`src/rtl/core/bbal_pkg.sv`:
```
// Shared types and constants of the block bitmap allocator
`default_nettype none

package bbal_pkg;

  localparam int IDX_W      = 12;
  localparam int CNT_W      = 13;
  localparam int OP_W       = 2;
  localparam int CFG_IDX_W  = 1;
  localparam int INDEX_SPAN = 4096;

  localparam logic [CNT_W-1:0] TOTAL_RST    = 13'd4096;
  localparam logic [CNT_W-1:0] RESERVED_RST = 13'd0;

  typedef enum logic [OP_W-1:0] {
    OP_WRITE,
    OP_READ,
    OP_ALLOC,
    OP_INIT
  } op_t;

  typedef enum logic [CFG_IDX_W-1:0] {
    REG_TOTAL,
    REG_RESERVED
  } reg_idx_t;

  typedef enum logic [2:0] {
    ST_IDLE,
    ST_CLR,
    ST_SEEK,
    ST_RMW,
    ST_SCAN
  } state_t;

endpackage

`default_nettype wire

```
`src/rtl/core/block_bitmap_allocator.sv`:
```
// First-fit block allocator over a one-bit-per-block usage map
//
//   channel  | ports                                            | handshake
//   ---------+--------------------------------------------------+--------------------------
//   request  | in_op, in_block_index, in_bit_value              | start & !busy
//   result   | out_status, out_bit_out, out_allocated_block,    | out_valid, one cycle
//            | out_free_blocks                                  |
//   config   | cfg_index, cfg_wdata                             | cfg_we
//
// Write/read: walks one word per cycle to the word holding the block, then accesses it.
// Allocate: scans for the first word with a free block; a zero count fails without a scan.
// Initialize: writes every map word, one per cycle, through the single write port.
// Reset runs the clear sweep (busy high), reserving nothing; results cannot be stalled.
`default_nettype none

module block_bitmap_allocator #(
  parameter int NUM_BLOCKS    = 4096,
  parameter int MAP_WORD_BITS = 32
) (
  input  wire logic                            clk,
  input  wire logic                            rst_n,
  input  wire logic                            start,
  output logic                                 busy,
  input  wire logic [bbal_pkg::OP_W-1:0]       in_op,
  input  wire logic [bbal_pkg::IDX_W-1:0]      in_block_index,
  input  wire logic                            in_bit_value,
  output logic                                 out_valid,
  output logic                                 out_status,
  output logic                                 out_bit_out,
  output logic [bbal_pkg::IDX_W-1:0]           out_allocated_block,
  output logic [bbal_pkg::CNT_W-1:0]           out_free_blocks,
  input  wire logic                            cfg_we,
  input  wire logic [bbal_pkg::CFG_IDX_W-1:0]  cfg_index,
  input  wire logic [bbal_pkg::CNT_W-1:0]      cfg_wdata
);

  localparam int MAP_BLOCKS = (NUM_BLOCKS < bbal_pkg::INDEX_SPAN) ? NUM_BLOCKS
                                                                 : bbal_pkg::INDEX_SPAN;
  localparam int MAP_WORDS  = (MAP_BLOCKS + MAP_WORD_BITS - 1) / MAP_WORD_BITS;
  localparam int WW         = (MAP_WORDS > 1) ? $clog2(MAP_WORDS) : 1;
  localparam int BP_W       = $clog2(MAP_WORD_BITS);
  localparam int CW         = bbal_pkg::CNT_W;
  localparam int IW         = bbal_pkg::IDX_W;

  localparam logic [CW-1:0] MWB_C        = CW'(MAP_WORD_BITS);
  localparam logic [CW-1:0] MAP_BLOCKS_C = CW'(MAP_BLOCKS);
  localparam logic [WW-1:0] LAST_WORD    = WW'(MAP_WORDS - 1);

  bbal_pkg::state_t state_r, state_nxt;
  bbal_pkg::op_t    op_r, op_nxt;

  logic [WW-1:0]            iss_w_r, iss_w_nxt;
  logic [CW-1:0]            iss_base_r, iss_base_nxt;
  logic [WW-1:0]            chk_w_r, chk_w_nxt;
  logic [CW-1:0]            chk_base_r, chk_base_nxt;
  logic                     chk_vld_r, chk_vld_nxt;
  logic [IW-1:0]            idx_r, idx_nxt;
  logic                     val_r, val_nxt;
  logic [CW-1:0]            res_r, res_nxt;
  logic [CW-1:0]            fc_r, fc_nxt;
  logic                     emit_r, emit_nxt;
  logic [CW-1:0]            total_r;
  logic [CW-1:0]            rsv_r;

  logic                     out_valid_r, out_valid_nxt;
  logic                     out_status_r, out_status_nxt;
  logic                     out_bit_r, out_bit_nxt;
  logic [IW-1:0]            out_grant_r, out_grant_nxt;
  logic [CW-1:0]            out_free_r, out_free_nxt;

  logic [MAP_WORD_BITS-1:0] map_r [MAP_WORDS];
  logic [MAP_WORD_BITS-1:0] rdata_r;
  logic                     mem_we;
  logic [WW-1:0]            mem_waddr;
  logic [WW-1:0]            mem_raddr;
  logic [MAP_WORD_BITS-1:0] mem_wdata;

  logic [CW-1:0]            size;
  logic [CW-1:0]            res_lim;
  logic [CW-1:0]            scan_avail;
  logic [CW-1:0]            clr_avail;
  logic [MAP_WORD_BITS-1:0] scan_mask;
  logic [MAP_WORD_BITS-1:0] clr_mask;
  logic [MAP_WORD_BITS-1:0] free_vec;
  logic [MAP_WORD_BITS-1:0] set_word;
  logic [MAP_WORD_BITS-1:0] rmw_word;
  logic [CW-1:0]            bp_full;
  logic [BP_W-1:0]          bp;
  logic                     ffz_found;
  logic [BP_W-1:0]          ffz_pos;
  logic                     last_word;
  logic                     chk_last;

  bbal_ffz #(
    .WIDTH (MAP_WORD_BITS)
  ) u_ffz (
    .vec   (free_vec),
    .found (ffz_found),
    .pos   (ffz_pos)
  );

  always_ff @(posedge clk) begin
    if (mem_we) begin
      map_r[mem_waddr] <= mem_wdata;
    end
    rdata_r <= map_r[mem_raddr];
  end

  always_comb begin
    size       = (total_r > MAP_BLOCKS_C) ? MAP_BLOCKS_C : total_r;
    res_lim    = (rsv_r > size) ? size : rsv_r;
    scan_avail = (size > chk_base_r) ? size - chk_base_r : '0;
    clr_avail  = (res_r > iss_base_r) ? res_r - iss_base_r : '0;
    for (int b = 0; b < MAP_WORD_BITS; b++) begin
      scan_mask[b] = CW'(b) < scan_avail;
      clr_mask[b]  = CW'(b) < clr_avail;
    end
    free_vec = ~rdata_r & scan_mask;
    for (int b = 0; b < MAP_WORD_BITS; b++) begin
      set_word[b] = rdata_r[b] | (BP_W'(b) == ffz_pos);
    end
    bp_full       = {1'b0, idx_r} - iss_base_r;
    bp            = bp_full[BP_W-1:0];
    rmw_word      = rdata_r;
    rmw_word[bp]  = val_r;
    last_word     = iss_w_r == LAST_WORD;
    chk_last      = (chk_base_r + MWB_C) >= size;
  end

  always_comb begin
    state_nxt      = state_r;
    op_nxt         = op_r;
    iss_w_nxt      = iss_w_r;
    iss_base_nxt   = iss_base_r;
    chk_w_nxt      = chk_w_r;
    chk_base_nxt   = chk_base_r;
    chk_vld_nxt    = chk_vld_r;
    idx_nxt        = idx_r;
    val_nxt        = val_r;
    res_nxt        = res_r;
    fc_nxt         = fc_r;
    emit_nxt       = emit_r;
    out_valid_nxt  = 1'b0;
    out_status_nxt = out_status_r;
    out_bit_nxt    = out_bit_r;
    out_grant_nxt  = out_grant_r;
    out_free_nxt   = out_free_r;
    mem_we         = 1'b0;
    mem_waddr      = iss_w_r;
    mem_raddr      = iss_w_r;
    mem_wdata      = rdata_r;

    case (state_r)
      bbal_pkg::ST_IDLE: begin
        if (start) begin
          op_nxt       = bbal_pkg::op_t'(in_op);
          idx_nxt      = in_block_index;
          val_nxt      = in_bit_value;
          iss_w_nxt    = '0;
          iss_base_nxt = '0;
          chk_vld_nxt  = 1'b0;
          case (bbal_pkg::op_t'(in_op))
            bbal_pkg::OP_WRITE, bbal_pkg::OP_READ: begin
              if ({1'b0, in_block_index} >= size) begin
                out_valid_nxt  = 1'b1;
                out_status_nxt = 1'b1;
                out_bit_nxt    = 1'b0;
                out_grant_nxt  = '0;
                out_free_nxt   = fc_r;
              end else begin
                state_nxt = bbal_pkg::ST_SEEK;
              end
            end
            bbal_pkg::OP_ALLOC: begin
              if (fc_r == '0) begin
                out_valid_nxt  = 1'b1;
                out_status_nxt = 1'b1;
                out_bit_nxt    = 1'b0;
                out_grant_nxt  = '0;
                out_free_nxt   = fc_r;
              end else begin
                state_nxt = bbal_pkg::ST_SCAN;
              end
            end
            bbal_pkg::OP_INIT: begin
              res_nxt   = res_lim;
              fc_nxt    = size - res_lim;
              emit_nxt  = 1'b1;
              state_nxt = bbal_pkg::ST_CLR;
            end
            default: begin
              state_nxt = bbal_pkg::ST_IDLE;
            end
          endcase
        end
      end

      bbal_pkg::ST_CLR: begin
        mem_we    = 1'b1;
        mem_wdata = clr_mask;
        if (last_word) begin
          state_nxt = bbal_pkg::ST_IDLE;
          emit_nxt  = 1'b0;
          if (emit_r) begin
            out_valid_nxt  = 1'b1;
            out_status_nxt = 1'b0;
            out_bit_nxt    = 1'b0;
            out_grant_nxt  = '0;
            out_free_nxt   = fc_r;
          end
        end else begin
          iss_w_nxt    = iss_w_r + WW'(1);
          iss_base_nxt = iss_base_r + MWB_C;
        end
      end

      bbal_pkg::ST_SEEK: begin
        if ({1'b0, idx_r} < iss_base_r + MWB_C) begin
          state_nxt = bbal_pkg::ST_RMW;
        end else begin
          iss_w_nxt    = iss_w_r + WW'(1);
          iss_base_nxt = iss_base_r + MWB_C;
        end
      end

      bbal_pkg::ST_RMW: begin
        state_nxt      = bbal_pkg::ST_IDLE;
        out_valid_nxt  = 1'b1;
        out_status_nxt = 1'b0;
        out_grant_nxt  = '0;
        out_free_nxt   = fc_r;
        if (op_r == bbal_pkg::OP_WRITE) begin
          mem_we      = 1'b1;
          mem_wdata   = rmw_word;
          out_bit_nxt = 1'b0;
        end else begin
          out_bit_nxt = rdata_r[bp];
        end
      end

      bbal_pkg::ST_SCAN: begin
        chk_w_nxt    = iss_w_r;
        chk_base_nxt = iss_base_r;
        chk_vld_nxt  = 1'b1;
        if (!last_word) begin
          iss_w_nxt    = iss_w_r + WW'(1);
          iss_base_nxt = iss_base_r + MWB_C;
        end
        if (chk_vld_r) begin
          if (ffz_found) begin
            mem_we         = 1'b1;
            mem_waddr      = chk_w_r;
            mem_wdata      = set_word;
            fc_nxt         = fc_r - CW'(1);
            state_nxt      = bbal_pkg::ST_IDLE;
            out_valid_nxt  = 1'b1;
            out_status_nxt = 1'b0;
            out_bit_nxt    = 1'b0;
            out_grant_nxt  = IW'(chk_base_r + CW'(ffz_pos));
            out_free_nxt   = fc_r - CW'(1);
          end else if (chk_last) begin
            state_nxt      = bbal_pkg::ST_IDLE;
            out_valid_nxt  = 1'b1;
            out_status_nxt = 1'b1;
            out_bit_nxt    = 1'b0;
            out_grant_nxt  = '0;
            out_free_nxt   = fc_r;
          end
        end
      end

      default: begin
        state_nxt = bbal_pkg::ST_IDLE;
      end
    endcase
  end

  always_ff @(posedge clk) begin
    if (!rst_n) begin
      state_r     <= bbal_pkg::ST_CLR;
      iss_w_r     <= '0;
      iss_base_r  <= '0;
      chk_vld_r   <= 1'b0;
      res_r       <= '0;
      fc_r        <= '0;
      emit_r      <= 1'b0;
      out_valid_r <= 1'b0;
      total_r     <= bbal_pkg::TOTAL_RST;
      rsv_r       <= bbal_pkg::RESERVED_RST;
    end else begin
      state_r     <= state_nxt;
      iss_w_r     <= iss_w_nxt;
      iss_base_r  <= iss_base_nxt;
      chk_vld_r   <= chk_vld_nxt;
      res_r       <= res_nxt;
      fc_r        <= fc_nxt;
      emit_r      <= emit_nxt;
      out_valid_r <= out_valid_nxt;
      if (cfg_we) begin
        case (bbal_pkg::reg_idx_t'(cfg_index))
          bbal_pkg::REG_TOTAL:    total_r <= cfg_wdata;
          bbal_pkg::REG_RESERVED: rsv_r   <= cfg_wdata;
          default: begin
            total_r <= total_r;
          end
        endcase
      end
    end
  end

  always_ff @(posedge clk) begin
    op_r         <= op_nxt;
    idx_r        <= idx_nxt;
    val_r        <= val_nxt;
    chk_w_r      <= chk_w_nxt;
    chk_base_r   <= chk_base_nxt;
    out_status_r <= out_status_nxt;
    out_bit_r    <= out_bit_nxt;
    out_grant_r  <= out_grant_nxt;
    out_free_r   <= out_free_nxt;
  end

  assign busy                = state_r != bbal_pkg::ST_IDLE;
  assign out_valid           = out_valid_r;
  assign out_status          = out_status_r;
  assign out_bit_out         = out_bit_r;
  assign out_allocated_block = out_grant_r;
  assign out_free_blocks     = out_free_r;

endmodule

`default_nettype wire

```
`src/rtl/core/bbal_ffz.sv`:
```
// Lowest-set-bit finder over one map word
`default_nettype none

module bbal_ffz #(
  parameter int WIDTH = 32
) (
  input  wire logic [WIDTH-1:0]         vec,
  output logic                          found,
  output logic [$clog2(WIDTH)-1:0]      pos
);

  localparam int PW = $clog2(WIDTH);

  always_comb begin
    found = |vec;
    pos   = '0;
    for (int i = WIDTH - 1; i >= 0; i--) begin
      if (vec[i]) begin
        pos = PW'(i);
      end
    end
  end

endmodule

`default_nettype wire

```
`config.mk`:
```
export PLATFORM = sky130hd
export DESIGN_NAME = block_bitmap_allocator
export DESIGN_NICKNAME = d
export VERILOG_FILES = /design/src/rtl/core/bbal_pkg.sv /design/src/rtl/core/block_bitmap_allocator.sv /design/src/rtl/core/bbal_ffz.sv
export SDC_FILE = /design/constraint.sdc
export NUM_CORES = 2
export LEC_CHECK = 0
export ABC_CLOCK_PERIOD_IN_PS = 23700
export BUFFER_PORTS_ARGS = -buffer_cell sky130_fd_sc_hd__buf_2
export CAP_MARGIN = 20
export CORE_UTILIZATION = 31
export CTS_CLUSTER_SIZE = 12
export DETAILED_ROUTE_END_ITERATION = 16
export SLEW_MARGIN = 20
export SYNTH_ARGS = -nofsm -noshare
export SYNTH_HDL_FRONTEND = slang
export SYNTH_SLANG_ARGS = --single-unit
```
`constraint.sdc`:
```
create_clock -name clk -period 23.7 [get_ports clk]
set_clock_uncertainty 0.1 [all_clocks]
set_input_delay 1.185 -clock clk [delete_from_list [all_inputs] [get_ports clk]]
set_output_delay 1.185 -clock clk [all_outputs]
set_load 0.005 [all_outputs]
```
==> implementation parameters <==
Parameter                              Value

Outcome
  Run status    finished clean

Pwr
  Max VDD drop    0.000104 V
  Net switching fraction of the power    0.293
  PnR Total Power    20.0 mW
  Leakage    57.9 nW
  Combinational cell fraction of total power    0.212
  Internal power component    14.2 mW
  Share of power burned in registers    0.486
  Power share of the clock group    0.302
  Net switching power    5.88 mW
  Power density over the cells    104 nW/µm²

Finish
  Share of final-layout standard cells stronger than drive strength 1    0.298
  Area growth from synthesis to layout    14.0%
  Non-filler cells in the finished layout    15322
  Final layout net count    8013

Synth
  Cell types occupying the most area after synthesis    sky130_fd_sc_hd__edfxtp_1 74%, sky130_fd_sc_hd__mux4_2 18%, sky130_fd_sc_hd__dfxtp_1 1.2%
  Share of flip-flops with an asynchronous set or reset    0
  Main combinational cell family by area after synthesis    multiplexers
  Synth cell types    97
  Number of storage elements in the synthesis netlist    4258
  Mean cell area of the mapped netlist    22.3 µm²
  Synthesized area    169000 µm²
  Post-synthesis compound-gate area fraction    0.0209
  Cell with the most instances after synthesis    sky130_fd_sc_hd__edfxtp_1
  Gate count of the mapped netlist    7580
  Adder-cell share of the synthesized area    0.00598
  Most used standard cells in the synthesized netlist    4153 x sky130_fd_sc_hd__edfxtp_1, 1351 x sky130_fd_sc_hd__mux4_2, 305 x sky130_fd_sc_hd__nor2_1
  Post-synth top area share    0.739
  Synth warn    0
  Ys flop type    sky130_fd_sc_hd__edfxtp_1
  Post-Synth XOR/XNOR Area    0.00322
  Count of flip-flops with a built-in enable after synthesis    4153
  Simple-gate share of the synthesized area    0.0223
  Cell type with the largest total area after synthesis    sky130_fd_sc_hd__edfxtp_1
  Sequential share of the synthesized area    0.752
  Share of synthesized area spent on multiplexers    0.185

Critical path
  Slack of the worst reg-to-reg path    14.89 ns
  FF-to-FF path depth    17
  Launch point of the worst reg-to-reg path    total_r[12]
  Cell-by-cell trace of the critical path    inv_1, nand2_1, inv_1, ha_1, nand2_1, o21ai_0, a221o_1, nor2b_1, o311ai_1, o211ai_1, and4b_2, a211oi_4, buf_4, nor2b_1, a31oi_4, buf_4, nor2_4
  R2R Path End    map_r[118][9]
  Worst Setup Path Type    flop to flop
  Required time at the worst-slack endpoint    24.19 ns
  Maximum fanout along the worst path    32
  Sort of element at the end of the critical path    flop
  Arrival time of data at the critical path endpoint    9.30 ns
  Max stage delay on crit path    0.86 ns
  Cell at the slowest stage of the critical path    sky130_fd_sc_hd__a211oi_4
  Worst setup SP type    flop

Detailed routing
  Average wire per cell in the routed design    29.8 µm
  Vias per std cell    5.32
  DR pass1 iterations    6
  Initial detailed-routing violation count    10595
  Residual DRC    0
  Final antenna-violating net count    0
  Aggregate routed wire length    456000 µm
  Total via count in the routed design    81582

Floorplan
  Num ports    62
  Initial core utilization    0.312
  Number of standard-cell rows in the floorplan    270
  Die extent in x    740 µm
  Total core area    541000 µm²
  Floorplan die area    547000 µm²
  Vertical extent of the die    740 µm

Timing
  Setup WS post-layout    14.89 ns
  Number of hold-slack violations in the final timing report    0
  Final worst path period share    0.372
  Max Transition Viols Final    0
  Period minus WS final    8.81 ns
  Worst Tran Pin Value    1.21 ns
  Final total negative setup slack    0 ns
  Setup violations, final    0
  Worst-case headroom to the max-slew limit    0.190
  RSZ-0062 raised after global routing    no
  Peak clock frequency supported by timing    0.114 GHz

Hold path
  Classification of the worst-slack hold path    input pin to flop
  Cell depth of the worst min-delay path    1
  Capture endpoint of the worst hold path    val_r
  Critical hold path startpoint    in_bit_value

Clock tree
  Post_cts resized    0
  Clock tree sinks    4258
  Library cell used as clock root buffer    sky130_fd_sc_hd__clkbuf_16
  Post-CTS Setup Bufs    0
  Total CTS buffers    418
  Count of hold buffers inserted by post-cts repair    0
  Maximum number of buffers from clock root to sink    4
  Clock latency reported for the late side of the worst-skew pair    1.00 ns
  Clock-pin slew of the registers on the worst-case setup and hold paths    0.06 ns
  Clock H-tree levels    5
  Clock tree from TritonCTS    done

Place
  Total instance count after detailed placement    14659
  GP Congestion    0.887
  Input/output buffers    61
  Place WS    14.93 ns
  Placed wire-length estimate    282000 µm

Global route
  Overall global routing resource usage    0.162
  Wire length of the first global-routing pass    638000 µm
  GRT Residual Overflow    0
  Initial antenna violation count    48
  Pin count of the biggest net entering global routing    137
  Via count of the first global-routing pass    81025

Run
  Number of max-cap violations    0
## routing by layer
layer / vias up / track usage / part of all wire
met3: 723 / 0.0310 / 0.085
met2: 3910 / 0.263 / 0.48
met4: 14 / 0.0566 / 0.040
li1: 32776 / - / -
met1: 44159 / 0.219 / 0.40
met5: - / 0 / 0.00021
## how the worst max path moves through the flow
stage	from	cells past startpoint	endpoint	slack [ns]
2_1_floorplan	total_r[12]	20	map_r[0][1]	12.68
3_3_place_gp	total_r[12]	17	map_r[110][4]	14.87
3_5_place_dp	total_r[12]	17	map_r[38][22]	14.93
4_1_cts	total_r[12]	17	map_r[38][9]	14.93
5_1_grt	total_r[12]	17	map_r[118][9]	14.57
6_report	total_r[12]	17	map_r[118][9]	14.89
## flip-flops by register name, summed over array words and instances (netlist names), 2 cells and up
signal,count
map_r,4096
idx_r,12
chk_base_r,8
rsv_r,13
total_r,13
iss_w_r,7
fc_r,13
state_r,3
op_r,2
res_r,13
out_free_blocks,13
out_allocated_block,12
chk_w_r,7
rdata_r,32
iss_base_r,8
## cell type report
| class | count | area (µm²) |
|---|---|---|
| tap | 7208 | 9020 |
| antenna | 15 | 37.5 |
| fill | 49040 | 349000 |
| inverter | 70 | 263 |
| clock inverter | 94 | 802 |
| timing repair buffer | 305 | 2930 |
| multi-input combinational | 2847 | 41400 |
| clock buffer | 525 | 11100 |
| sequential | 4258 | 127000 |
## worst max-delay path: cells and delay by family (launching register included)
family	cells	cell delay [ns]
simple gates	6	2.72
buf+inv	4	1.52
compound gates	6	2.88
flops	1	0.67
fa+ha+maj	1	0.39
## power by group through the flow
stage	clock network (mW)	registers, mW	logic (mW)
2_1_floorplan	0	9.99	2.15
3_3_place_gp	0	9.89	4.11
3_5_place_dp	0	9.89	4.26
4_1_cts	6.15	9.73	4.26
5_1_grt	6.40	9.74	4.43
6_report	6.04	9.74	4.25
## placed cells by master (no fill, tap or decap), types with 46 or more instances in the layout
master                      count
sky130_fd_sc_hd__ha_1          79
sky130_fd_sc_hd__clkinv_1      46
sky130_fd_sc_hd__o21ai_0       76
sky130_fd_sc_hd__edfxtp_1    4153
sky130_fd_sc_hd__buf_2         61
sky130_fd_sc_hd__a21oi_1       91
sky130_fd_sc_hd__nor3_1        51
sky130_fd_sc_hd__buf_4        188
sky130_fd_sc_hd__nor2_1       161
sky130_fd_sc_hd__nand2_1      188
sky130_fd_sc_hd__nor2_4       142
sky130_fd_sc_hd__clkbuf_1      91
sky130_fd_sc_hd__mux4_2      1351
sky130_fd_sc_hd__inv_1         67
sky130_fd_sc_hd__dfxtp_1       98
sky130_fd_sc_hd__clkbuf_16    428
## metrics by stage
stage	hold slack [ns]	util	instance area [µm²]
4_1_cts	0.230	0.354	192000
3_5_place_dp	0.362	0.332	180000
3_3_place_gp	0.361	0.332	179000
2_1_floorplan	0.306	-	169000
5_1_grt	0.272	0.355	192000
6_report	0.314	0.356	192000
## cell families after synthesis
group,after synthesis
muxes,1421
xor gates and xnor gates,62
other,2
adders and majority gates,80
and+or+nand+nor,789
buffers and inverters,480
DFF,4258
AOI/OAI and AO/OA,488
No activity file was read; power rests on OpenSTA's default activity.
